**src/design/stc_pkg.sv**
```systemverilog
`default_nettype none
package stc_pkg;

    localparam int COLUMNS = 16;
    localparam int ROWS    = 8;
    localparam int CELLS   = ROWS * COLUMNS;
    localparam int COL_W   = $clog2(COLUMNS);
    localparam int ROW_W   = $clog2(ROWS);
    localparam int CROW_W  = $clog2(ROWS + 1);
    localparam int ADDR_W  = $clog2(CELLS);
    localparam int IDX_W   = 8;
    localparam int PC_W    = 4;

    localparam logic [1:0] ACT_PUT   = 2'd0;
    localparam logic [1:0] ACT_CLEAR = 2'd1;
    localparam logic [1:0] ACT_READ  = 2'd2;

    localparam logic [7:0] CH_NUL   = 8'd0;
    localparam logic [7:0] CH_NL    = 8'd10;
    localparam logic [7:0] CH_CR    = 8'd13;
    localparam logic [7:0] CH_SPACE = 8'd32;

    localparam logic [3:0] C_NEXT     = 4'd0;
    localparam logic [3:0] C_ALWAYS   = 4'd1;
    localparam logic [3:0] C_NO_ITEM  = 4'd2;
    localparam logic [3:0] C_CLEAR    = 4'd3;
    localparam logic [3:0] C_READ     = 4'd4;
    localparam logic [3:0] C_OTHER    = 4'd5;
    localparam logic [3:0] C_IGNORED  = 4'd6;
    localparam logic [3:0] C_NEWLINE  = 4'd7;
    localparam logic [3:0] C_NOT_PEND = 4'd8;
    localparam logic [3:0] C_OUT_FREE = 4'd9;

    localparam logic [PC_W-1:0] S_FETCH = PC_W'(0);
    localparam logic [PC_W-1:0] S_SCRL  = PC_W'(7);
    localparam logic [PC_W-1:0] S_WRITE = PC_W'(8);
    localparam logic [PC_W-1:0] S_NL    = PC_W'(9);
    localparam logic [PC_W-1:0] S_CLR   = PC_W'(10);
    localparam logic [PC_W-1:0] S_RD    = PC_W'(11);
    localparam logic [PC_W-1:0] S_EMIT  = PC_W'(13);

    typedef struct packed {
        logic [1:0] action;
        logic [7:0] char_code;
        logic [2:0] row;
        logic [3:0] column;
    } stc_in_t;

    typedef struct packed {
        logic [7:0] cell_char;
        logic       read_valid;
    } stc_out_t;

    typedef struct packed {
        logic [3:0]      cond;
        logic [PC_W-1:0] target;
        logic            take;
        logic            scroll;
        logic            write;
        logic            newline;
        logic            clear;
        logic            rd_issue;
        logic            rd_capture;
        logic            emit;
    } stc_ctrl_t;

    typedef struct packed {
        logic is_clear;
        logic is_read;
        logic is_other;
        logic ignored;
        logic newline;
        logic pending;
    } stc_flags_t;

    function automatic stc_ctrl_t ucode(input logic [PC_W-1:0] pc);
        stc_ctrl_t w;
        w = '0;
        case (pc)
            PC_W'(0):  begin w.take = 1'b1; w.cond = C_NO_ITEM; w.target = S_FETCH; end
            PC_W'(1):  begin w.cond = C_CLEAR;    w.target = S_CLR;   end
            PC_W'(2):  begin w.cond = C_READ;     w.target = S_RD;    end
            PC_W'(3):  begin w.cond = C_OTHER;    w.target = S_EMIT;  end
            PC_W'(4):  begin w.cond = C_IGNORED;  w.target = S_EMIT;  end
            PC_W'(5):  begin w.cond = C_NEWLINE;  w.target = S_NL;    end
            PC_W'(6):  begin w.cond = C_NOT_PEND; w.target = S_WRITE; end
            PC_W'(7):  begin w.scroll = 1'b1; w.cond = C_NEXT; end
            PC_W'(8):  begin w.write = 1'b1; w.cond = C_ALWAYS; w.target = S_EMIT; end
            PC_W'(9):  begin w.newline = 1'b1; w.cond = C_ALWAYS; w.target = S_EMIT; end
            PC_W'(10): begin w.clear = 1'b1; w.cond = C_ALWAYS; w.target = S_EMIT; end
            PC_W'(11): begin w.rd_issue = 1'b1; w.cond = C_NEXT; end
            PC_W'(12): begin w.rd_capture = 1'b1; w.cond = C_NEXT; end
            PC_W'(13): begin w.emit = 1'b1; w.cond = C_OUT_FREE; w.target = S_FETCH; end
            PC_W'(14): begin w.cond = C_ALWAYS; w.target = S_EMIT; end
            default:   begin w.cond = C_ALWAYS; w.target = S_FETCH; end
        endcase
        return w;
    endfunction

    function automatic logic [ROW_W-1:0] phys_row(input logic [ROW_W-1:0] top,
                                                  input logic [ROW_W-1:0] disp);
        logic [ROW_W:0] sum;
        sum = {1'b0, top} + {1'b0, disp};
        if (sum >= (ROW_W+1)'(ROWS))
            sum = sum - (ROW_W+1)'(ROWS);
        return sum[ROW_W-1:0];
    endfunction

    function automatic logic [ADDR_W-1:0] cell_addr(input logic [ROW_W-1:0] prow,
                                                    input logic [COL_W-1:0] col);
        logic [ADDR_W-1:0] base;
        base = ADDR_W'(prow) * ADDR_W'(COLUMNS);
        return base + ADDR_W'(col);
    endfunction

endpackage
`default_nettype wire

```
**src/design/stc_sequencer.sv**
```systemverilog
`default_nettype none
module stc_sequencer (
    input  wire logic               clk,
    input  wire logic               rst_n,
    input  wire logic               in_valid,
    input  wire logic               out_busy,
    input  wire stc_pkg::stc_flags_t flags,
    output stc_pkg::stc_ctrl_t      ctrl
);

    logic [stc_pkg::PC_W-1:0] pc_reg;
    logic [stc_pkg::PC_W-1:0] pc_next;
    logic                     jump;

    assign ctrl = stc_pkg::ucode(pc_reg);

    always_comb
    begin
        case (ctrl.cond)
            stc_pkg::C_NEXT:     jump = 1'b0;
            stc_pkg::C_ALWAYS:   jump = 1'b1;
            stc_pkg::C_NO_ITEM:  jump = !in_valid;
            stc_pkg::C_CLEAR:    jump = flags.is_clear;
            stc_pkg::C_READ:     jump = flags.is_read;
            stc_pkg::C_OTHER:    jump = flags.is_other;
            stc_pkg::C_IGNORED:  jump = flags.ignored;
            stc_pkg::C_NEWLINE:  jump = flags.newline;
            stc_pkg::C_NOT_PEND: jump = !flags.pending;
            stc_pkg::C_OUT_FREE: jump = !out_busy;
            default:             jump = 1'b1;
        endcase
        pc_next = jump ? ctrl.target : pc_reg + stc_pkg::PC_W'(1);
    end

    always_ff @(posedge clk or negedge rst_n)
    begin
        if (!rst_n)
            pc_reg <= stc_pkg::S_FETCH;
        else
            pc_reg <= pc_next;
    end

endmodule
`default_nettype wire

```
**src/design/stc_datapath.sv**
```systemverilog
`default_nettype none
module stc_datapath (
    input  wire logic                clk,
    input  wire logic                rst_n,
    input  wire logic                in_valid,
    input  wire stc_pkg::stc_in_t    in_data,
    input  wire stc_pkg::stc_ctrl_t  ctrl,
    output stc_pkg::stc_flags_t      flags,
    output stc_pkg::stc_out_t        res
);

    stc_pkg::stc_in_t                 item_reg;
    stc_pkg::stc_out_t                res_reg;
    stc_pkg::stc_out_t                res_next;
    logic [stc_pkg::ROW_W-1:0]        top_reg;
    logic [stc_pkg::ROW_W-1:0]        top_next;
    logic [stc_pkg::COL_W-1:0]        ccol_reg;
    logic [stc_pkg::COL_W-1:0]        ccol_next;
    logic [stc_pkg::CROW_W-1:0]       crow_reg;
    logic [stc_pkg::CROW_W-1:0]       crow_next;
    logic [stc_pkg::CELLS-1:0]        valid_reg;
    logic [stc_pkg::CELLS-1:0]        valid_next;
    logic [7:0]                       rd_data_reg;
    logic                             rd_hit_reg;
    logic [7:0]                       mem [stc_pkg::CELLS];

    logic [stc_pkg::ADDR_W-1:0]       wr_addr;
    logic [stc_pkg::ADDR_W-1:0]       rd_addr;
    logic [stc_pkg::ADDR_W-1:0]       scrl_base;
    logic [stc_pkg::IDX_W-1:0]        row_ext;
    logic [stc_pkg::IDX_W-1:0]        col_ext;
    logic                             in_rng;
    logic [stc_pkg::COL_W:0]          col_inc;
    logic                             take;

    assign take    = ctrl.take && in_valid;
    assign row_ext = stc_pkg::IDX_W'(item_reg.row);
    assign col_ext = stc_pkg::IDX_W'(item_reg.column);
    assign in_rng  = (row_ext < stc_pkg::IDX_W'(stc_pkg::ROWS))
                  && (col_ext < stc_pkg::IDX_W'(stc_pkg::COLUMNS));
    assign wr_addr = stc_pkg::cell_addr(
                         stc_pkg::phys_row(top_reg, crow_reg[stc_pkg::ROW_W-1:0]), ccol_reg);
    assign rd_addr = stc_pkg::cell_addr(
                         stc_pkg::phys_row(top_reg, row_ext[stc_pkg::ROW_W-1:0]),
                         col_ext[stc_pkg::COL_W-1:0]);
    assign scrl_base = stc_pkg::cell_addr(top_reg, stc_pkg::COL_W'(0));
    assign col_inc = {1'b0, ccol_reg} + (stc_pkg::COL_W+1)'(1);

    assign flags.is_clear = item_reg.action == stc_pkg::ACT_CLEAR;
    assign flags.is_read  = item_reg.action == stc_pkg::ACT_READ;
    assign flags.is_other = item_reg.action != stc_pkg::ACT_PUT;
    assign flags.ignored  = (item_reg.char_code == stc_pkg::CH_CR)
                         || (item_reg.char_code == stc_pkg::CH_NUL);
    assign flags.newline  = item_reg.char_code == stc_pkg::CH_NL;
    assign flags.pending  = crow_reg >= stc_pkg::CROW_W'(stc_pkg::ROWS);

    assign res = res_reg;

    always_comb
    begin
        top_next   = top_reg;
        ccol_next  = ccol_reg;
        crow_next  = crow_reg;
        valid_next = valid_reg;
        res_next   = res_reg;
        if (take)
            res_next = '0;
        if (ctrl.scroll)
        begin
            valid_next[scrl_base +: stc_pkg::COLUMNS] = '0;
            if (top_reg == stc_pkg::ROW_W'(stc_pkg::ROWS - 1))
                top_next = '0;
            else
                top_next = top_reg + stc_pkg::ROW_W'(1);
            crow_next = stc_pkg::CROW_W'(stc_pkg::ROWS - 1);
        end
        if (ctrl.write)
        begin
            valid_next[wr_addr] = 1'b1;
            if (col_inc >= (stc_pkg::COL_W+1)'(stc_pkg::COLUMNS))
            begin
                ccol_next = '0;
                crow_next = crow_reg + stc_pkg::CROW_W'(1);
            end
            else
                ccol_next = col_inc[stc_pkg::COL_W-1:0];
        end
        if (ctrl.newline)
        begin
            ccol_next = '0;
            if (!flags.pending)
                crow_next = crow_reg + stc_pkg::CROW_W'(1);
        end
        if (ctrl.clear)
        begin
            valid_next = '0;
            ccol_next  = '0;
            crow_next  = '0;
        end
        if (ctrl.rd_capture)
        begin
            res_next.read_valid = 1'b1;
            if (rd_hit_reg && rd_data_reg != stc_pkg::CH_NUL)
                res_next.cell_char = rd_data_reg;
            else
                res_next.cell_char = stc_pkg::CH_SPACE;
        end
    end

    always_ff @(posedge clk or negedge rst_n)
    begin
        if (!rst_n)
        begin
            top_reg   <= '0;
            ccol_reg  <= '0;
            crow_reg  <= '0;
            valid_reg <= '0;
        end
        else
        begin
            top_reg   <= top_next;
            ccol_reg  <= ccol_next;
            crow_reg  <= crow_next;
            valid_reg <= valid_next;
        end
    end

    always_ff @(posedge clk)
    begin
        if (take)
            item_reg <= in_data;
        res_reg <= res_next;
        if (ctrl.write)
            mem[wr_addr] <= item_reg.char_code;
        if (ctrl.rd_issue)
        begin
            rd_data_reg <= mem[rd_addr];
            rd_hit_reg  <= in_rng && valid_reg[rd_addr];
        end
    end

endmodule
`default_nettype wire

```
**src/design/scrolling_text_console_top.sv**
```systemverilog
`default_nettype none
// Scrolling text console: a ring of character rows with a cursor.
// Input channel in_valid/in_ready/in_data carries one item: put a character,
// clear the screen, or read one displayed cell. Output channel
// out_valid/out_ready/out_data returns exactly one result per item; only a
// read result has read_valid set, and an empty cell reads as a space.
// A microcode sequencer walks each item through a fixed program, one step
// per cycle except while the emit step waits for the output register to
// free up, and takes a new item only at its fetch step. A clear empties the
// grid, a read issues the memory read and then captures the cell, a newline
// moves the cursor, a printable character scrolls if needed and then writes
// its cell, and every item ends at the emit step. Cell reads go through
// a one-port memory with a registered read, which sets the read latency.
// Each cell has a valid bit: reset and clear empty the whole grid at once,
// and a scroll empties the freed row in the same cycle.
// Reset homes the cursor, zeroes the top-row pointer and empties all cells.
// A stalled receiver holds the result in the output register; the next
// item may be accepted meanwhile but its result waits until the register
// frees up.
module scrolling_text_console_top (
    input  wire logic              clk,
    input  wire logic              rst_n,
    input  wire logic              in_valid,
    output logic                   in_ready,
    input  wire stc_pkg::stc_in_t  in_data,
    output logic                   out_valid,
    input  wire logic              out_ready,
    output stc_pkg::stc_out_t      out_data
);

    stc_pkg::stc_ctrl_t  ctrl;
    stc_pkg::stc_flags_t flags;
    stc_pkg::stc_out_t   res;
    stc_pkg::stc_out_t   out_data_reg;
    logic                out_valid_reg;
    logic                out_valid_next;
    logic                out_busy;
    logic                emit_fire;

    assign out_busy  = out_valid_reg && !out_ready;
    assign emit_fire = ctrl.emit && !out_busy;
    assign in_ready  = ctrl.take;
    assign out_valid = out_valid_reg;
    assign out_data  = out_data_reg;

    stc_sequencer u_seq (
        .clk      (clk),
        .rst_n    (rst_n),
        .in_valid (in_valid),
        .out_busy (out_busy),
        .flags    (flags),
        .ctrl     (ctrl)
    );

    stc_datapath u_dp (
        .clk      (clk),
        .rst_n    (rst_n),
        .in_valid (in_valid),
        .in_data  (in_data),
        .ctrl     (ctrl),
        .flags    (flags),
        .res      (res)
    );

    always_comb
    begin
        if (emit_fire)
            out_valid_next = 1'b1;
        else if (out_ready)
            out_valid_next = 1'b0;
        else
            out_valid_next = out_valid_reg;
    end

    always_ff @(posedge clk or negedge rst_n)
    begin
        if (!rst_n)
            out_valid_reg <= 1'b0;
        else
            out_valid_reg <= out_valid_next;
    end

    always_ff @(posedge clk)
    begin
        if (emit_fire)
            out_data_reg <= res;
    end

endmodule
`default_nettype wire

```
**config.mk**
```make
export PLATFORM = sky130hd
export DESIGN_NAME = scrolling_text_console_top
export DESIGN_NICKNAME = d
export VERILOG_FILES = /design/src/design/stc_pkg.sv /design/src/design/stc_sequencer.sv /design/src/design/stc_datapath.sv /design/src/design/scrolling_text_console_top.sv
export SDC_FILE = /design/constraint.sdc
export NUM_CORES = 1
export LEC_CHECK = 0
export BUFFER_PORTS_ARGS = -buffer_cell sky130_fd_sc_hd__buf_2
export CORE_ASPECT_RATIO = 2
export CORE_UTILIZATION = 50
export CTS_BUF_LIST = sky130_fd_sc_hd__clkbuf_8
export DETAILED_ROUTE_END_ITERATION = 16
export GPL_ROUTABILITY_DRIVEN = 0
export GPL_TIMING_DRIVEN = 1
export PLACE_DENSITY = 0.8
export SLEW_MARGIN = 20
export SYNTH_ARGS = -nofsm -noshare
export SYNTH_HDL_FRONTEND = slang
export SYNTH_SLANG_ARGS = --single-unit
```
**constraint.sdc**
```tcl
create_clock -name clk -period 3.2 [get_ports clk]
set_clock_uncertainty 0.2 [all_clocks]
set_input_delay 0.32 -clock clk [delete_from_list [all_inputs] [get_ports clk]]
set_output_delay 0.32 -clock clk [all_outputs]
set_load 0.02 [all_outputs]
```
==> metrics.md, run 1 <==
| Metric | Value |
|---|---|
| Hold Crit Class | `primary input to flop` |
| Post-synth top cells | `edfxtp_1, mux4_2, nor2_1, dfrtp_1, a22oi_1` |
| Status | `finished, final reports clean` |
| Initial antenna violation count | `6` |
| Cell Pwr Density | `674 nW/µm²` |
| Setup TNS | `0 ns` |
| Num ports | `32` |
| Area contributors post-synth | `edfxtp_1, mux4_2, dfrtp_1` |
| Core Box Area | `96100 µm²` |
| DRC | `0` |
| Fin. max-slew vios | `0` |
| CP required | `3.50 ns` |
| Site Rows | `161` |
| Peak supply drop | `0.000384 V` |
| Sink Count | `1212` |
| Mean Syn Cell Area | `20.1 µm²` |
| Max reg flops | `1024` |
| DRT iter0 DRCs | `2662` |
| Register area share after synthesis | `73.7%` |
| Total CTS buffers | `154` |
| Number of H-tree levels | `4` |
| Die area | `98100 µm²` |
| Synthesized area | `48400 µm²` |
| Layout Utilization | `57.6%` |
| Layout cells sized above 1 | `32.0%` |
| Clock Path Buffers | `3` |
| Largest net degree at the start of global routing | `130` |
| Minimum clock period | `3.19 ns` |
| Most frequent cell after synthesis | `edfxtp_1` |
| Critical Path AT | `3.49 ns` |
| Post-synth EDFFs | `1067` |
| FF-to-FF setup slack | `0.01 ns` |
| Syn Nets | `2442` |
| Vias | `25.8k` |
| Worst skew pair latency | `0.82 ns` |
| Total gr overflow | `0` |
| Max Cap Violations | `0` |
| Final hold violations | `0` |
| Top FF cell, synth | `edfxtp_1` |
| Post-synth top area share | `66.2%` |
| WL final | `121 mm` |
| RSZ-0062 raised after global routing | `yes` |
| DR pass1 iterations | `6` |
| Die H | `442 µm` |
| Area growth, synth to finish | `14.3%` |
| WS Path Type | `flop to flop` |
| Starting Density | `50.4%` |
| Clock slew at reported path FFs | `0.07 ns` |
| Wirelength per Cell | `29.5 µm` |
| Buffers added on ports | `31` |
| Critical Path End Type | `flop` |
| Fin nets | `2798` |
| Die Width | `222 µm` |
| FF+latch count, synth | `1212` |
| Global-route wire length before repair | `176 mm` |
| Cell count after synthesis | `2403` |
| Synth warn | `0` |
| Slew @ Worst Pin | `0.946 ns` |
| CTS root buf | `clkbuf_8` |
| Post-DP HPWL | `78.0 mm` |
| Setup-failing EPs final | `0` |
| Yosys top cell by area | `edfxtp_1` |
| Peak Freq | `0.313 GHz` |
| Post-synth ARST share | `11.9%` |
| Antenna-violating nets left | `0` |
| CTS tree | `yes` |
| Slew margin rel. | `36.9%` |
| Peak fanout along the critical path | `8` |
| Unique cell type count in the Yosys netlist | `54` |
| Leak pwr | `18.9 nW` |
| GRT Overall Usage | `24.9%` |
| Number of global-route vias before repair | `27.2k` |
| CP startpoint kind | `flop` |
| Post-Layout Cell Count | `4100` |
| DR vias/cell | `6.30` |
| Placed cells | `3784` |
| Period utilisation layout | `99.7%` |
==> cells in the final DEF, fill, tap and decap left out, drive strengths merged, types with 16 or more instances in the layout <==
cell	synthesis	final
edfxtp	1067	1067
nand2	41	41
nor2	289	289
a22oi	129	129
mux4	360	360
dlygate4sd3	0	21
ha	16	16
buf	60	316
mux2i	23	23
clkbuf	82	165
inv	12	54
clkinv	0	55
dfrtp	144	144
mux2	17	17
==> critical path, stage by stage (launching register included) <==
cell and delay [ns]:
dfrtp_1 0.44, ha_1 0.24, fa_1 0.38, xnor2_1 0.17, xnor2_2 0.33, nor2b_1 0.19, buf_4 0.15, nand2_1 0.30
nor2_1 0.26, buf_4 0.22
==> path summary, 6_finish.rpt <==
| kind | start | to | depth (start not counted) |
|---|---|---|---|
| worst max-delay path | u_dp.top_reg[0] | u_dp.mem[2][3] | 9 |
| worst min-delay path | in_data[7] | u_dp.item_reg[7] | 2 |
| worst max register to register | u_dp.top_reg[0] | u_dp.mem[2][3] | 9 |
| worst min register to register | u_dp.res[8] | out_data[8] | 0 |
| max in group asynchronous | rst_n | u_dp.valid_reg[47] | 4 |
| min in group asynchronous | rst_n | out_valid | 3 |
==> through the flow <==
step | power [mW] | hold slack [ns] | cell area (µm²) | worst slack (ns)
2_1_floorplan | 23.3 | -0.176 | 48400 | -0.107
3_3_place_gp | 26.3 | 0.205 | 51800 | -0.105
5_1_grt | 38.3 | 0.0142 | 55300 | -0.0846
3_5_place_dp | 26.6 | 0.226 | 51800 | -0.104
4_1_cts | 37.1 | 0.00131 | 55100 | 0.00140
6_report | 37.3 | 0.0204 | 55300 | 0.00979
==> layout make-up <==
cell class              instances  area, µm²
flip-flops and latches       1212      35700
repair buffers                342       3130
diodes                          3       7.51
clock buffers                 164       2260
inverters                      12       45.0
multi-input cells            1037      12100
well taps                    1222       1530
clock inverters               108        566
fillers                      6443      40800
==> cells by family after synthesis <==
logic type               share of synthesized area, %
flip-flops                                       73.7
AND/OR/NAND/NOR                                  3.77
XOR/XNOR                                        0.127
buffers and inverters                            1.46
AO/OA/AOI/OAI                                    2.84
multiplexers                                     17.6
adder cells (fa/ha/maj)                         0.496
==> power breakdown <==
group | total, mW | internal [mW] | leakage (nW) | switching (mW)
logic | 8.31 | 3.37 | 5.69 | 4.95
clock network | 10.6 | 5.00 | 1.59 | 5.56
registers | 18.4 | 18.0 | 11.6 | 0.392
==> metal layers <==
metal	global-route usage [%]	share of wire (%)	routed length (µm)
met1	25.2	31	37100
met2	44.8	54	65500
met3	4.51	6.4	7700
met4	19.9	8.7	10600
met5	0	0.027	33
==> repair_timing <==
| action | in CTS | in global routing |
|---|---|---|
| hold endpoints to repair | 171 | 0 |
| cloned | 5 | 1 |
| resized for setup | 12 | 14 |
| buffers inserted | 4 | 10 |
| setup endpoints to repair | 199 | 269 |
| hold buffers | 21 | 0 |
| pin swaps | 0 | 0 |
(Power assumes the default switching activity.)
==> run 2: changes to the inputs <==
--- a/config.mk
+++ b/config.mk
@@ -12,7 +12,7 @@
 export DETAILED_ROUTE_END_ITERATION = 16
 export GPL_ROUTABILITY_DRIVEN = 0
 export GPL_TIMING_DRIVEN = 1
-export PLACE_DENSITY = 0.8
+export PLACE_DENSITY = 0.67
 export SLEW_MARGIN = 20
 export SYNTH_ARGS = -nofsm -noshare
 export SYNTH_HDL_FRONTEND = slang
==> metrics.md, run 2 (same netlist as run 1, synthesis figures left out) <==
| Metric | Value |
|---|---|
| Status | `finished, final reports clean (unchanged)` |
| CP required | `3.54 ns (was 3.50 ns)` |
| Post-Layout Cell Count | `4134 (was 4100)` |
| Clock Path Buffers | `3 (unchanged)` |
| DR vias/cell | `6.06 (was 6.30)` |
| WS Path Type | `flop to flop (unchanged)` |
| Worst skew pair latency | `0.81 ns (was 0.82 ns)` |
| Critical Path End Type | `flop (unchanged)` |
| Setup-failing EPs final | `0 (unchanged)` |
| CP startpoint kind | `flop (unchanged)` |
| Placed cells | `3801 (was 3784)` |
| Total CTS buffers | `159 (was 154)` |
| Hold depth | `2 (unchanged)` |
| WL final | `119 mm (was 121 mm)` |
| Slew @ Worst Pin | `1.02 ns (was 0.946 ns)` |
| Number of global-route vias before repair | `27.0k (was 27.2k)` |
| Slew margin rel. | `31.9% (was 36.9%)` |
| Die Width | `222 µm (unchanged)` |
| Antenna-violating nets left | `0 (unchanged)` |
| Max Cap Violations | `0 (unchanged)` |
| Peak Freq | `0.314 GHz (was 0.313 GHz)` |
| Max reg flops | `1024 (unchanged)` |
| Layout cells sized above 1 | `32.1% (was 32.0%)` |
| Clock slew at reported path FFs | `0.07 ns (about the same)` |
| Number of H-tree levels | `4 (unchanged)` |
| Final hold violations | `0 (unchanged)` |
| Num ports | `32 (unchanged)` |
| CTS tree | `yes (unchanged)` |
| Die area | `98100 µm² (unchanged)` |
| Peak fanout along the critical path | `24 (was 8)` |
| Minimum clock period | `3.18 ns (was 3.19 ns)` |
| Largest net degree at the start of global routing | `129 (was 130)` |
| CTS root buf | `clkbuf_8 (unchanged)` |
| Worst Reg-to-Reg Cells | `8 (was 9)` |
| Commonest non-fill, non-tap cells in the layout | `edfxtp_1, mux4_2, nor2_1, buf_4, clkbuf_8 (unchanged)` |
| Post-DP HPWL | `78.0 mm (about the same)` |
| Wirelength per Cell | `28.7 µm (was 29.5 µm)` |
| Global-route wire length before repair | `176 mm (about the same)` |
| DR pass1 iterations | `8 (was 6)` |
| Core Box Area | `96100 µm² (unchanged)` |
| Period utilisation layout | `99.5% (was 99.7%)` |
| Sink Count | `1212 (unchanged)` |
| GRT Overall Usage | `24.8% (was 24.9%)` |
| CP cell instances | `buf_12 > buf_12 > buf_16 > mux4_2 > mux4_2 > mux2_2 > o22ai_1 > a221oi_1 (was ha_1 > fa_1 > xnor2_1 > xnor2_2 > nor2b_1 > buf_4 > nand2_1 > nor2_1 > buf_4)` |
| Critical Path AT | `3.52 ns (was 3.49 ns)` |
| Area growth, synth to finish | `14.9% (was 14.3%)` |
| Post-route cell area | `55600 µm² (was 55300 µm²)` |
| Area post-placement | `52000 µm² (was 51800 µm²)` |
| Most common cell after layout, fill and taps aside | `edfxtp_1 (unchanged)` |
| Setup TNS | `0 ns (unchanged)` |
| DRT iter0 DRCs | `2160 (was 2662)` |
| Critical-path top delay cell | `mux4_2 (was dfrtp_1)` |
| Buffers added on ports | `31 (unchanged)` |
| DRC | `0 (unchanged)` |
| Die H | `442 µm (unchanged)` |
| Fin nets | `2822 (was 2798)` |
| Cell Pwr Density | `676 nW/µm² (was 674 nW/µm²)` |
| CP peak stage delay | `0.63 ns (was 0.44 ns)` |
| Total gr overflow | `0 (unchanged)` |
| Fin. max-slew vios | `0 (unchanged)` |
| Starting Density | `50.4% (unchanged)` |
| Hold Crit Class | `primary input to flop (unchanged)` |
| Initial antenna violation count | `1 (was 6)` |
| Vias | `25.1k (was 25.8k)` |
| Fillers | `6825 (was 6443)` |
| Hold slack | `0.0775 ns (was 0.0204 ns)` |
| Peak supply drop | `0.000409 V (was 0.000384 V)` |
| Leak pwr | `19.0 nW (was 18.9 nW)` |
| Site Rows | `161 (unchanged)` |
==> run 2: changes by cell type in the layout (fill, tap and decap cells not counted), sizes merged <==
| cell | delta |
|---|---|
| clkinvlp | -1 |
| clkbuf | +4 |
| buf | +8 |
| bufbuf | -4 |
| dlygate4sd3 | +15 |
| diode | -2 |
| inv | -9 |
| bufinv | +4 |
| clkinv | +19 |
==> run 2: per-layer routing <==
metal / GRT usage (%) / share of wire [%]
met1: 27.2 / 34
met2: 45.4 / 56
met3: 3.54 / 4.3
met4: 14.6 / 6.1
met5: 0 / 0
==> run 2: critical path: cells and delay by family (launching register included) <==
kind / cells / cell delay, ns
compound gates: 2 / 0.21
buf+inv: 3 / 0.55
flops: 1 / 0.46
mux: 3 / 1.46
==> run 2: path summary, 6_finish.rpt <==
path	start	slack [ns]	end
max	u_dp.col_ext[0]	0.02	u_dp.rd_data_reg[1]
min	in_data[8]	0.08	u_dp.item_reg[8]
max reg2reg	u_dp.col_ext[0]	0.02	u_dp.rd_data_reg[1]
min reg2reg	u_dp.res[7]	0.23	out_data[7]
max in group asynchronous	rst_n	1.96	u_dp.valid_reg[30]
min in group asynchronous	rst_n	0.45	out_valid
==> run 2: timing repair <==
action	CTS	global route
hold buffers	37	0
pin swaps	0	1
endpoints found under the hold margin	179	0
endpoints found under the setup margin	10	80
gates resized for setup	4	12
cloned	0	1
buffers inserted	0	5
==> run 2: metrics by stage <==
stage / setup slack (ns) / utilization (%) / total power, mW
6_report: 0.0162 / 57.8 / 37.6
5_1_grt: -0.0303 / 57.8 / 38.9
4_1_cts: 0.00698 / 57.7 / 37.7
3_5_place_dp: -0.118 / 54.1 / 26.7
3_3_place_gp: -0.0708 / 54.1 / 26.5
2_1_floorplan: -0.107 / - / 23.3
==> run 2: report_power, final <==
group | internal (mW) | leakage (nW) | switching [mW] | total (mW)
logic | 3.30 | 5.71 | 4.85 | 8.16
clock network | 5.45 | 1.68 | 5.61 | 11.1
registers | 18.0 | 11.6 | 0.345 | 18.3
==> run 2: area by class of cell <==
| class | instances | area [µm²] | share of cell area, % |
|---|---|---|---|
| Tap cell | 1222 | 1530 | 2.75 |
| Inverter | 12 | 45.0 | 0.0810 |
| Sequential cell | 1212 | 35700 | 64.2 |
| Timing Repair Buffer | 361 | 3190 | 5.74 |
| Multi-Input combinational cell | 1037 | 12100 | 21.8 |
| Clock inverter | 121 | 712 | 1.28 |
| Antenna cell | 1 | 2.50 | 0.00450 |
| Clock buffer | 168 | 2310 | 4.16 |
